## src/rtl/core/smpq_pkg.sv

```systemverilog
// Shared types and constants for the stable max priority queue core.
package smpq_pkg;

    // Fixed field widths of the item channels
    localparam int POS_W = 5;
    localparam int CNT_W = 5;

    // Operation codes carried by a request item
    typedef enum logic [1:0] {
        CMD_INSERT = 2'd0,
        CMD_REMOVE = 2'd1,
        CMD_READ   = 2'd2,
        CMD_CLEAR  = 2'd3
    } cmd_t;

    // Datapath operations issued by the controller
    typedef enum logic [3:0] {
        DP_NOP,
        DP_INSERT,
        DP_CLEAR,
        DP_FAIL,
        DP_READ_START,
        DP_READ_DONE,
        DP_SCAN_START,
        DP_SCAN,
        DP_SHIFT
    } dp_op_t;

    // Controller to datapath
    typedef struct packed {
        dp_op_t op;
        logic   load_out;
    } ctrl_t;

    // Datapath to controller
    typedef struct packed {
        logic full;
        logic empty;
        logic pos_ok;
        logic idx_last;
        logic tail;
    } status_t;

endpackage

```

## src/rtl/core/smpq_req_if.sv

```systemverilog
// Request channel: command item with valid/ready handshake.
interface smpq_req_if #(
    parameter int SEV_W = 8,
    parameter int REC_W = 32
);
    logic                       valid;
    logic                       ready;
    smpq_pkg::cmd_t             command;
    logic [SEV_W-1:0]           severity;
    logic [REC_W-1:0]           record;
    logic [smpq_pkg::POS_W-1:0] position;

    modport source (output valid, command, severity, record, position, input ready);
    modport sink   (input valid, command, severity, record, position, output ready);
endinterface

```

## src/rtl/core/smpq_rsp_if.sv

```systemverilog
// Result channel: one result item per request, valid/ready handshake.
interface smpq_rsp_if #(
    parameter int SEV_W = 8,
    parameter int REC_W = 32
);
    logic                       valid;
    logic                       ready;
    logic                       ok;
    logic [SEV_W-1:0]           out_severity;
    logic [REC_W-1:0]           out_record;
    logic [smpq_pkg::CNT_W-1:0] count;

    modport source (output valid, ok, out_severity, out_record, count, input ready);
    modport sink   (input valid, ok, out_severity, out_record, count, output ready);
endinterface

```

## src/rtl/core/smpq_ram.sv

```systemverilog
// Generic single-write, single-read RAM with registered read data.
module smpq_ram #(
    parameter int WIDTH = 40,
    parameter int DEPTH = 16
) (
    input  logic                     clk,
    input  logic                     wr_en,
    input  logic [$clog2(DEPTH)-1:0] wr_addr,
    input  logic [WIDTH-1:0]         wr_data,
    input  logic                     rd_en,
    input  logic [$clog2(DEPTH)-1:0] rd_addr,
    output logic [WIDTH-1:0]         rd_data
);
    logic [WIDTH-1:0] mem [DEPTH];

    // Write port and registered read port
    always_ff @(posedge clk)
    begin
        if (wr_en)
        begin
            mem[wr_addr] <= wr_data;
        end
        if (rd_en)
        begin
            rd_data <= mem[rd_addr];
        end
    end
endmodule

```

## src/rtl/core/smpq_datapath.sv

```systemverilog
// Datapath: entry RAM, fill count, scan/shift index, best tracker, result regs.
module smpq_datapath #(
    parameter int DEPTH         = 16,
    parameter int SEVERITY_BITS = 8,
    parameter int RECORD_BITS   = 32
) (
    input  logic                       clk,
    input  logic                       rst_n,
    input  smpq_pkg::ctrl_t            ctrl,
    input  logic [SEVERITY_BITS-1:0]   req_severity,
    input  logic [RECORD_BITS-1:0]     req_record,
    input  logic [smpq_pkg::POS_W-1:0] req_position,
    output smpq_pkg::status_t          status,
    output logic                       out_ok,
    output logic [SEVERITY_BITS-1:0]   out_severity,
    output logic [RECORD_BITS-1:0]     out_record,
    output logic [smpq_pkg::CNT_W-1:0] out_count
);
    import smpq_pkg::*;

    localparam int AW  = $clog2(DEPTH);
    localparam int CW  = $clog2(DEPTH + 1);
    localparam int XW0 = (CW > POS_W) ? CW : POS_W;
    localparam int XW  = (XW0 > CNT_W) ? XW0 : CNT_W;
    localparam int EW  = SEVERITY_BITS + RECORD_BITS;

    logic [CW-1:0]            count_reg, count_next;
    logic [AW-1:0]            idx_reg, idx_next;
    logic [AW-1:0]            best_idx_reg, best_idx_next;
    logic [SEVERITY_BITS-1:0] best_sev_reg, best_sev_next;
    logic [RECORD_BITS-1:0]   best_rec_reg, best_rec_next;
    logic                     res_ok_reg, res_ok_next;
    logic [SEVERITY_BITS-1:0] res_sev_reg, res_sev_next;
    logic [RECORD_BITS-1:0]   res_rec_reg, res_rec_next;
    logic                     out_ok_reg;
    logic [SEVERITY_BITS-1:0] out_sev_reg;
    logic [RECORD_BITS-1:0]   out_rec_reg;
    logic [CNT_W-1:0]         out_count_reg;

    logic                     wr_en, rd_en;
    logic [AW-1:0]            wr_addr, rd_addr;
    logic [EW-1:0]            wr_data, rd_data;
    logic [SEVERITY_BITS-1:0] rd_sev;
    logic [RECORD_BITS-1:0]   rd_rec;
    logic [XW-1:0]            pos_x, pos_m1, count_x;
    logic                     take;

    smpq_ram #(
        .WIDTH (EW),
        .DEPTH (DEPTH)
    ) u_ram (
        .clk     (clk),
        .wr_en   (wr_en),
        .wr_addr (wr_addr),
        .wr_data (wr_data),
        .rd_en   (rd_en),
        .rd_addr (rd_addr),
        .rd_data (rd_data)
    );

    assign rd_sev  = rd_data[EW-1:RECORD_BITS];
    assign rd_rec  = rd_data[RECORD_BITS-1:0];
    assign pos_x   = XW'(req_position);
    assign pos_m1  = pos_x - XW'(1);
    assign count_x = XW'(count_reg);

    // Strictly greater keeps the oldest among equal severities
    assign take = (idx_reg == '0) || (rd_sev > best_sev_reg);

    always_comb
    begin
        best_idx_next = take ? idx_reg : best_idx_reg;
        best_sev_next = take ? rd_sev : best_sev_reg;
        best_rec_next = take ? rd_rec : best_rec_reg;
    end

    // Status for the controller
    always_comb
    begin
        status.full     = (count_reg == CW'(DEPTH));
        status.empty    = (count_reg == '0);
        status.pos_ok   = (pos_x != '0) && (pos_x <= count_x);
        status.idx_last = ((CW'(idx_reg) + CW'(1)) == count_reg);
        status.tail     = ((CW'(best_idx_next) + CW'(1)) < count_reg);
    end

    // Operation decode
    always_comb
    begin
        wr_en        = 1'b0;
        wr_addr      = idx_reg - AW'(1);
        wr_data      = rd_data;
        rd_en        = 1'b0;
        rd_addr      = '0;
        count_next   = count_reg;
        idx_next     = idx_reg;
        res_ok_next  = res_ok_reg;
        res_sev_next = res_sev_reg;
        res_rec_next = res_rec_reg;
        case (ctrl.op)
            DP_INSERT:
            begin
                res_ok_next  = !status.full;
                res_sev_next = '0;
                res_rec_next = '0;
                if (!status.full)
                begin
                    wr_en      = 1'b1;
                    wr_addr    = count_reg[AW-1:0];
                    wr_data    = {req_severity, req_record};
                    count_next = count_reg + CW'(1);
                end
            end
            DP_CLEAR:
            begin
                res_ok_next  = !status.empty;
                res_sev_next = '0;
                res_rec_next = '0;
                count_next   = '0;
            end
            DP_FAIL:
            begin
                res_ok_next  = 1'b0;
                res_sev_next = '0;
                res_rec_next = '0;
            end
            DP_READ_START:
            begin
                rd_en   = 1'b1;
                rd_addr = pos_m1[AW-1:0];
            end
            DP_READ_DONE:
            begin
                res_ok_next  = 1'b1;
                res_sev_next = rd_sev;
                res_rec_next = rd_rec;
            end
            DP_SCAN_START:
            begin
                rd_en    = 1'b1;
                rd_addr  = '0;
                idx_next = '0;
            end
            DP_SCAN:
            begin
                if (!status.idx_last)
                begin
                    rd_en    = 1'b1;
                    rd_addr  = idx_reg + AW'(1);
                    idx_next = idx_reg + AW'(1);
                end
                else
                begin
                    res_ok_next  = 1'b1;
                    res_sev_next = best_sev_next;
                    res_rec_next = best_rec_next;
                    if (status.tail)
                    begin
                        rd_en    = 1'b1;
                        rd_addr  = best_idx_next + AW'(1);
                        idx_next = best_idx_next + AW'(1);
                    end
                    else
                    begin
                        count_next = count_reg - CW'(1);
                    end
                end
            end
            DP_SHIFT:
            begin
                // Move entry idx down into idx-1
                wr_en = 1'b1;
                if (!status.idx_last)
                begin
                    rd_en    = 1'b1;
                    rd_addr  = idx_reg + AW'(1);
                    idx_next = idx_reg + AW'(1);
                end
                else
                begin
                    count_next = count_reg - CW'(1);
                end
            end
            default:
            begin
            end
        endcase
    end

    // Fill count
    always_ff @(posedge clk or negedge rst_n)
    begin
        if (!rst_n)
        begin
            count_reg <= '0;
        end
        else
        begin
            count_reg <= count_next;
        end
    end

    // Payload registers
    always_ff @(posedge clk)
    begin
        idx_reg     <= idx_next;
        res_ok_reg  <= res_ok_next;
        res_sev_reg <= res_sev_next;
        res_rec_reg <= res_rec_next;
        if (ctrl.op == DP_SCAN)
        begin
            best_idx_reg <= best_idx_next;
            best_sev_reg <= best_sev_next;
            best_rec_reg <= best_rec_next;
        end
        if (ctrl.load_out)
        begin
            out_ok_reg    <= res_ok_reg;
            out_sev_reg   <= res_sev_reg;
            out_rec_reg   <= res_rec_reg;
            out_count_reg <= count_x[CNT_W-1:0];
        end
    end

    assign out_ok       = out_ok_reg;
    assign out_severity = out_sev_reg;
    assign out_record   = out_rec_reg;
    assign out_count    = out_count_reg;
endmodule

```

## src/rtl/core/smpq_controller.sv

```systemverilog
// Controller: sequences accept, read wait, scan, shift and result hand-off.
module smpq_controller (
    input  logic              clk,
    input  logic              rst_n,
    input  logic              req_valid,
    input  smpq_pkg::cmd_t    req_command,
    output logic              req_ready,
    input  logic              out_ready,
    output logic              out_valid,
    input  smpq_pkg::status_t status,
    output smpq_pkg::ctrl_t   ctrl
);
    import smpq_pkg::*;

    typedef enum logic [2:0] {
        ST_IDLE,
        ST_READ_WAIT,
        ST_SCAN,
        ST_SHIFT,
        ST_FINISH
    } state_t;

    state_t state_reg, state_next;
    logic   out_valid_reg, out_valid_next;
    logic   out_free;

    assign out_free  = !out_valid_reg || out_ready;
    assign req_ready = (state_reg == ST_IDLE);
    assign out_valid = out_valid_reg;

    // Next state and datapath command
    always_comb
    begin
        state_next     = state_reg;
        ctrl.op        = DP_NOP;
        ctrl.load_out  = 1'b0;
        out_valid_next = out_valid_reg && !out_ready;
        case (state_reg)
            ST_IDLE:
            begin
                if (req_valid)
                begin
                    state_next = ST_FINISH;
                    case (req_command)
                        CMD_INSERT: ctrl.op = DP_INSERT;
                        CMD_CLEAR:  ctrl.op = DP_CLEAR;
                        CMD_READ:
                        begin
                            if (status.pos_ok)
                            begin
                                ctrl.op    = DP_READ_START;
                                state_next = ST_READ_WAIT;
                            end
                            else
                            begin
                                ctrl.op = DP_FAIL;
                            end
                        end
                        CMD_REMOVE:
                        begin
                            if (status.empty)
                            begin
                                ctrl.op = DP_FAIL;
                            end
                            else
                            begin
                                ctrl.op    = DP_SCAN_START;
                                state_next = ST_SCAN;
                            end
                        end
                        default: ctrl.op = DP_FAIL;
                    endcase
                end
            end
            ST_READ_WAIT:
            begin
                ctrl.op    = DP_READ_DONE;
                state_next = ST_FINISH;
            end
            ST_SCAN:
            begin
                ctrl.op = DP_SCAN;
                if (status.idx_last)
                begin
                    state_next = status.tail ? ST_SHIFT : ST_FINISH;
                end
            end
            ST_SHIFT:
            begin
                ctrl.op = DP_SHIFT;
                if (status.idx_last)
                begin
                    state_next = ST_FINISH;
                end
            end
            ST_FINISH:
            begin
                // Hand the result to the output register once it is free
                if (out_free)
                begin
                    ctrl.load_out  = 1'b1;
                    out_valid_next = 1'b1;
                    state_next     = ST_IDLE;
                end
            end
            default:
            begin
                state_next = ST_IDLE;
            end
        endcase
    end

    // State and registered outputs
    always_ff @(posedge clk or negedge rst_n)
    begin
        if (!rst_n)
        begin
            state_reg     <= ST_IDLE;
            out_valid_reg <= 1'b0;
        end
        else
        begin
            state_reg     <= state_next;
            out_valid_reg <= out_valid_next;
        end
    end
endmodule

```

## src/rtl/core/stable_max_priority_queue_core.sv

```systemverilog
// Top level of the stable max priority queue core.
// Holds up to DEPTH entries (severity plus record word) in arrival order in one
// RAM with a registered read port. One request item gives one result item.
// A request is taken only while the controller is idle; the result then sits in
// an output register and the next request may be taken while it waits.
// From accept to result loaded: insert, clear and any failed command need no
// RAM read; read-at-position takes one RAM read. Remove-max first scans all
// stored entries for the oldest maximum with one RAM read per cycle, then moves
// the younger entries down by one with one read and one write per cycle.
module stable_max_priority_queue_core #(
    parameter int DEPTH         = 16,
    parameter int SEVERITY_BITS = 8,
    parameter int RECORD_BITS   = 32
) (
    input logic        clk,
    input logic        rst_n,
    smpq_req_if.sink   req,
    smpq_rsp_if.source rsp
);
    import smpq_pkg::*;

    ctrl_t   ctrl;
    status_t status;

    smpq_controller u_controller (
        .clk         (clk),
        .rst_n       (rst_n),
        .req_valid   (req.valid),
        .req_command (req.command),
        .req_ready   (req.ready),
        .out_ready   (rsp.ready),
        .out_valid   (rsp.valid),
        .status      (status),
        .ctrl        (ctrl)
    );

    smpq_datapath #(
        .DEPTH         (DEPTH),
        .SEVERITY_BITS (SEVERITY_BITS),
        .RECORD_BITS   (RECORD_BITS)
    ) u_datapath (
        .clk          (clk),
        .rst_n        (rst_n),
        .ctrl         (ctrl),
        .req_severity (req.severity),
        .req_record   (req.record),
        .req_position (req.position),
        .status       (status),
        .out_ok       (rsp.ok),
        .out_severity (rsp.out_severity),
        .out_record   (rsp.out_record),
        .out_count    (rsp.count)
    );
endmodule

```

## src/flat_wrapper.sv

```systemverilog
// flat-port wrapper written by rule: the top's interface ports become plain ports
module stable_max_priority_queue_core_flat import smpq_pkg::*;
#(
    parameter int DEPTH         = 16,
    parameter int SEVERITY_BITS = 8,
    parameter int RECORD_BITS   = 32
)
  (clk, rst_n, req_valid, req_command, req_severity, req_record, req_position, req_ready, rsp_valid, rsp_ok, rsp_out_severity, rsp_out_record, rsp_count, rsp_ready);
  smpq_req_if req_i ();
  smpq_rsp_if rsp_i ();
  input logic clk;
  input logic rst_n;
  input wire logic [$bits(req_i.valid)-1:0] req_valid;
  input wire logic [$bits(req_i.command)-1:0] req_command;
  input wire logic [$bits(req_i.severity)-1:0] req_severity;
  input wire logic [$bits(req_i.record)-1:0] req_record;
  input wire logic [$bits(req_i.position)-1:0] req_position;
  output wire logic [$bits(req_i.ready)-1:0] req_ready;
  output wire logic [$bits(rsp_i.valid)-1:0] rsp_valid;
  output wire logic [$bits(rsp_i.ok)-1:0] rsp_ok;
  output wire logic [$bits(rsp_i.out_severity)-1:0] rsp_out_severity;
  output wire logic [$bits(rsp_i.out_record)-1:0] rsp_out_record;
  output wire logic [$bits(rsp_i.count)-1:0] rsp_count;
  input wire logic [$bits(rsp_i.ready)-1:0] rsp_ready;
  assign req_i.valid = req_valid;
  assign req_i.command = req_command;
  assign req_i.severity = req_severity;
  assign req_i.record = req_record;
  assign req_i.position = req_position;
  assign req_ready = req_i.ready;
  assign rsp_valid = rsp_i.valid;
  assign rsp_ok = rsp_i.ok;
  assign rsp_out_severity = rsp_i.out_severity;
  assign rsp_out_record = rsp_i.out_record;
  assign rsp_count = rsp_i.count;
  assign rsp_i.ready = rsp_ready;
  stable_max_priority_queue_core #(.DEPTH(DEPTH), .SEVERITY_BITS(SEVERITY_BITS), .RECORD_BITS(RECORD_BITS)) u_core (.clk(clk), .rst_n(rst_n), .req(req_i), .rsp(rsp_i));
endmodule
```

## config.mk

```make
export PLATFORM = sky130hd
export DESIGN_NAME = stable_max_priority_queue_core_flat
export DESIGN_NICKNAME = d
export VERILOG_FILES = /design/src/rtl/core/smpq_pkg.sv /design/src/rtl/core/smpq_req_if.sv /design/src/rtl/core/smpq_rsp_if.sv /design/src/rtl/core/smpq_ram.sv /design/src/rtl/core/smpq_datapath.sv /design/src/rtl/core/smpq_controller.sv /design/src/rtl/core/stable_max_priority_queue_core.sv /design/src/flat_wrapper.sv
export SDC_FILE = /design/constraint.sdc
export NUM_CORES = 1
export LEC_CHECK = 0
export BUFFER_PORTS_ARGS = -buffer_cell sky130_fd_sc_hd__buf_4
export CORE_MARGIN = 2
export CORE_UTILIZATION = 33
export CTS_CLUSTER_SIZE = 10
export DETAILED_ROUTE_END_ITERATION = 10
export GPL_ROUTABILITY_DRIVEN = 0
export PLACE_DENSITY = 0.55
export SETUP_SLACK_MARGIN = 0.15
export SYNTH_ARGS = -nofsm -noshare
export SYNTH_HDL_FRONTEND = slang
export SYNTH_SLANG_ARGS = --single-unit
```

## constraint.sdc

```tcl
create_clock -name clk -period 6.8 [get_ports clk]
set_clock_uncertainty 0.05 [all_clocks]
set_input_delay 0.34 -clock clk [delete_from_list [all_inputs] [get_ports clk]]
set_output_delay 0.34 -clock clk [all_outputs]
set_load 0.01 [all_outputs]
```

==> flow_metrics.py <==
metrics = {
    "sta": {
        "tns_ns": 0,
        "final.period_utilization_pct": 88.54,
        "hold_viol": 0,
        "setup_viol": 0,
        "slew_headroom_pct": 32.47,
        "slew_violations": 0,
        "layout_setup_ws_ns": 0.7795,
        "period_needed_ns": 6.021,
        "fin_hold_ws_ns": 0.02356,
        "fmax_mhz": 166.1,
        "tightestPinTransition_ns": 1.013,
        "rsz0062_at_grt": "false",
    },
    "status": {
        "status": "complete, no violations",
    },
    "worst_setup_path": {
        "startpoint_type": "flop",
        "critPathKind": "flop to flop",
        "crit_start": "u_core.u_datapath.u_ram.rd_data[39]",
        "timing.rr.start": "u_core.u_datapath.u_ram.rd_data[39]",
        "cp_data_required_time_ns": 7.11,
        "cp-end-kind": "flop",
        "path_max_fanout": 26,
        "cp.arrival_ns": 6.33,
    },
    "layout": {
        "fin_nets": 2487,
        "reg.largest.list": "u_core.u_datapath.u_ram.mem x640, u_core.u_datapath.u_ram.rd_data x40",
        "n_fill_cell": 9163,
        "seq_area_sq_um": 24700,
        "largest_reg_flops": 640,
        "area_growth_pct": 15.86,
        "antenna_cells": 0,
        "drive_gt1_share_pct": 15.26,
        "post-route-util_pct": 38.54,
        "multi_input_area_sq_um": 8061,
        "finalNonFillerCells": 3723,
        "top_register": "u_core.u_datapath.u_ram.mem",
    },
    "clock_tree": {
        "cts.sinks": 824,
        "clkLatencyLatePin_ns": 0.66,
        "cts_max_level": 3,
        "cts_made_buffers": 94,
        "cts_tree": "done",
        "cts_root_buf": "clkbuf_16",
        "clock_path_buffers": 3,
        "clkTransAtPathRegs_ns": 0.05,
    },
    "yosys": {
        "ys_ff_latch": 824,
        "synthFlopType": "edfxtp_1",
        "syn-instance-count": 2291,
        "synth_nets": 2371,
        "synth_area_per_cell_sq_um": 14.52,
        "yosysSeqAreaShare_pct": 74.26,
        "yosysUniqueCellTypes": 64,
        "yosys_warnings": 0,
        "synth_edf_count": 815,
        "async_flop_share_pct": 1.092,
        "mappedNetlistArea_sq_um": 33260,
    },
    "power": {
        "clkPwrFrac_pct": 24.1,
        "pwr-share-comb_pct": 31.3,
        "sequentialPowerShare_pct": 44.6,
        "p_switching_mw": 6.253,
        "cellLeakagePower_nw": 13.04,
        "switching_share_pct": 34.47,
        "peakVddDrop_mv": 0.3187,
        "power.density_nw_per_um2": 470.7,
        "internal-power_mw": 11.89,
    },
    "floorplanning": {
        "design.core.area_sq_um": 100000,
        "initial_core_util_pct": 33.26,
        "dieWidth_microns": 321.5,
        "die_y_microns": 321.5,
        "io_pins": 99,
        "die-area_sq_um": 103300,
        "core.rowCount": 116,
    },
    "routing": {
        "drt_iter0_markers": 1852,
        "drtAntennaViolNets": 0,
        "dr_total_vias": 19659,
        "first_pass_iters": 5,
        "viasPerCell": 5.280,
        "routedWlPerCell_microns": 23.31,
        "drc": 0,
        "wl_microns": 86780,
    },
    "job": {
        "drv_cap": 0,
    },
    "global_routing": {
        "grt_pass1_wl_microns": 127500,
        "grt_overflow": 0,
        "grt_pass1_vias": 19209,
        "antenna_found_initial": 3,
        "grt_max_degree": 150,
        "grt_usage_pct": 16.60,
    },
    "place": {
        "dp_cells": 3607,
        "dp_slack_ns": 0.8782,
        "port_buffers": 98,
        "dp_hpwl_microns": 45340,
    },
    "hold_path": {
        "hold_class": "input port to asynchronous set/reset pin",
    },
}
-- critical path, stage by stage, from the launching register on --
cell and delay, ns:
edfxtp_1 0.48, ha_1 0.37, nand4_1 0.16, nor2_1 0.27
o21ai_0 0.30, o21ai_0 0.38, nand2_1 0.13, ha_1 0.22
xor2_1 0.21, ha_1 0.36, a21o_1 0.12, a21o_1 0.11
a21oi_1 0.07, and2_1 0.16, o21a_1 0.29, a211oi_1 0.67
o21ba_4 0.62, buf_4 0.39, a32oi_1 0.16, o2111ai_1 0.10
o21ai_1 0.09
-- synthesized netlist by cell type (all sizes together), types with 2 or more instances --
cell type	instances	area share [%]
nor3b	2	0.045
mux2	79	2.7
mux2i	80	2.4
a31oi	7	0.13
clkbuf	87	0.98
o31ai	6	0.14
nand3	89	1.3
edfxtp	815	74
o32ai	2	0.053
nor2b	2	0.038
a22o	41	1.1
ha	28	1.1
a21oi	22	0.33
nand2	355	4.0
and3	4	0.075
or2	4	0.075
dfrtp	9	0.68
a32oi	81	2.1
o21a	4	0.090
o21ai	61	0.92
and4	2	0.053
and2	2	0.038
a22oi	3	0.068
xnor2	12	0.32
a31o	2	0.053
o211ai	43	0.97
nand2b	2	0.038
nor4	2	0.056
nor2	277	3.1
inv	26	0.29
nand4	5	0.094
o22ai	6	0.11
a221oi	2	0.071
a211oi	4	0.090
nor3	12	0.20
o31a	2	0.053
a211o	3	0.079
o2111ai	40	1.1
a21o	4	0.090
buf	47	0.83
xor2	4	0.11
-- power by group through the flow --
stage	sequential [mW]	clock (mW)	combinational, mW
after floorplan	8.04	0	3.54
after global placement	8.17	0	5.54
after detailed placement	8.20	0	5.68
after CTS	8.10	4.46	5.69
after global routing	8.18	4.66	6.18
final	8.10	4.37	5.67
-- path summary, 6_finish.rpt --
check,end,slack (ns),depth (start not counted)
max in group asynchronous,u_core.u_datapath.count_reg[1],6.54,2
min reg2reg,u_core.u_datapath.out_record[28],0.36,0
min in group clk,u_core.u_controller.state_reg[1],0.16,5
min,u_core.u_controller.out_valid,0.02,2
max reg2reg,u_core.u_datapath.u_ram.rd_data[29],0.78,20
max,u_core.u_datapath.u_ram.rd_data[29],0.78,20
-- logic make-up (layout without fill, tap and decap cells) --
logic type                 after synthesis  in the layout  synth area share [%]
and+or+nand+nor                        765            765                 9.363
xor gates and xnor gates                16             16                0.4213
DFF                                    824            824                 74.26
adders and majority gates               29             29                 1.114
muxes                                  159            159                 5.082
AOI/OAI and AO/OA                      338            338                 7.659
buffers and inverters                  160            294                 2.103
-- through the flow --
step | power (mW) | cell area (sq um)
floorplan | 11.58 | 33260
global placement | 13.72 | 35970
detailed placement | 13.88 | 35970
CTS | 18.25 | 38540
global route | 19.02 | 38540
finish | 18.14 | 38540
-- what timing repair did --
| item | in CTS | in global routing |
|---|---|---|
| endpoints found under the setup margin | 0 | 0 |
| gates resized for setup | 0 | 0 |
| setup buffers | 0 | 0 |
| endpoints found under the hold margin | 10 | 0 |
| hold buffers | 2 | 0 |
-- cell usage in the layout (no fill, tap or decap), types with 7 or more instances in the layout --
cell and n:
nor3_1 11, clkbuf_16 94, a21oi_1 22, nor2_4 17, edfxtp_1 815, buf_12 28
o2111ai_1 40, mux2_2 79, dfrtp_1 9, a22o_1 41, a31oi_1 7, clkbuf_1 9
a32oi_1 81, xnor2_1 12, inv_1 25, o211ai_1 43, ha_1 28, o21ai_1 40
o21ai_0 21, buf_4 124, mux2i_1 80, nand2_1 353, nand3_1 89, nor2_1 260
-- area by class of cell --
class,count,share of cell area [%]
multi-input cells,1307,20.92
well taps,1298,4.214
clock inverters,11,0.4058
inverters,26,0.2565
clock buffers,103,6.192
repair buffers,154,3.922
flip-flops and latches,824,64.09
-- per-layer routing --
layer / part of all wire (%) / track usage [%]
met5: 0 / 0
met4: 2.5 / 5.213
met3: 6.3 / 2.603
met2: 47 / 26.70
met1: 44 / 23.08
Power figures use the tool's default switching activity.
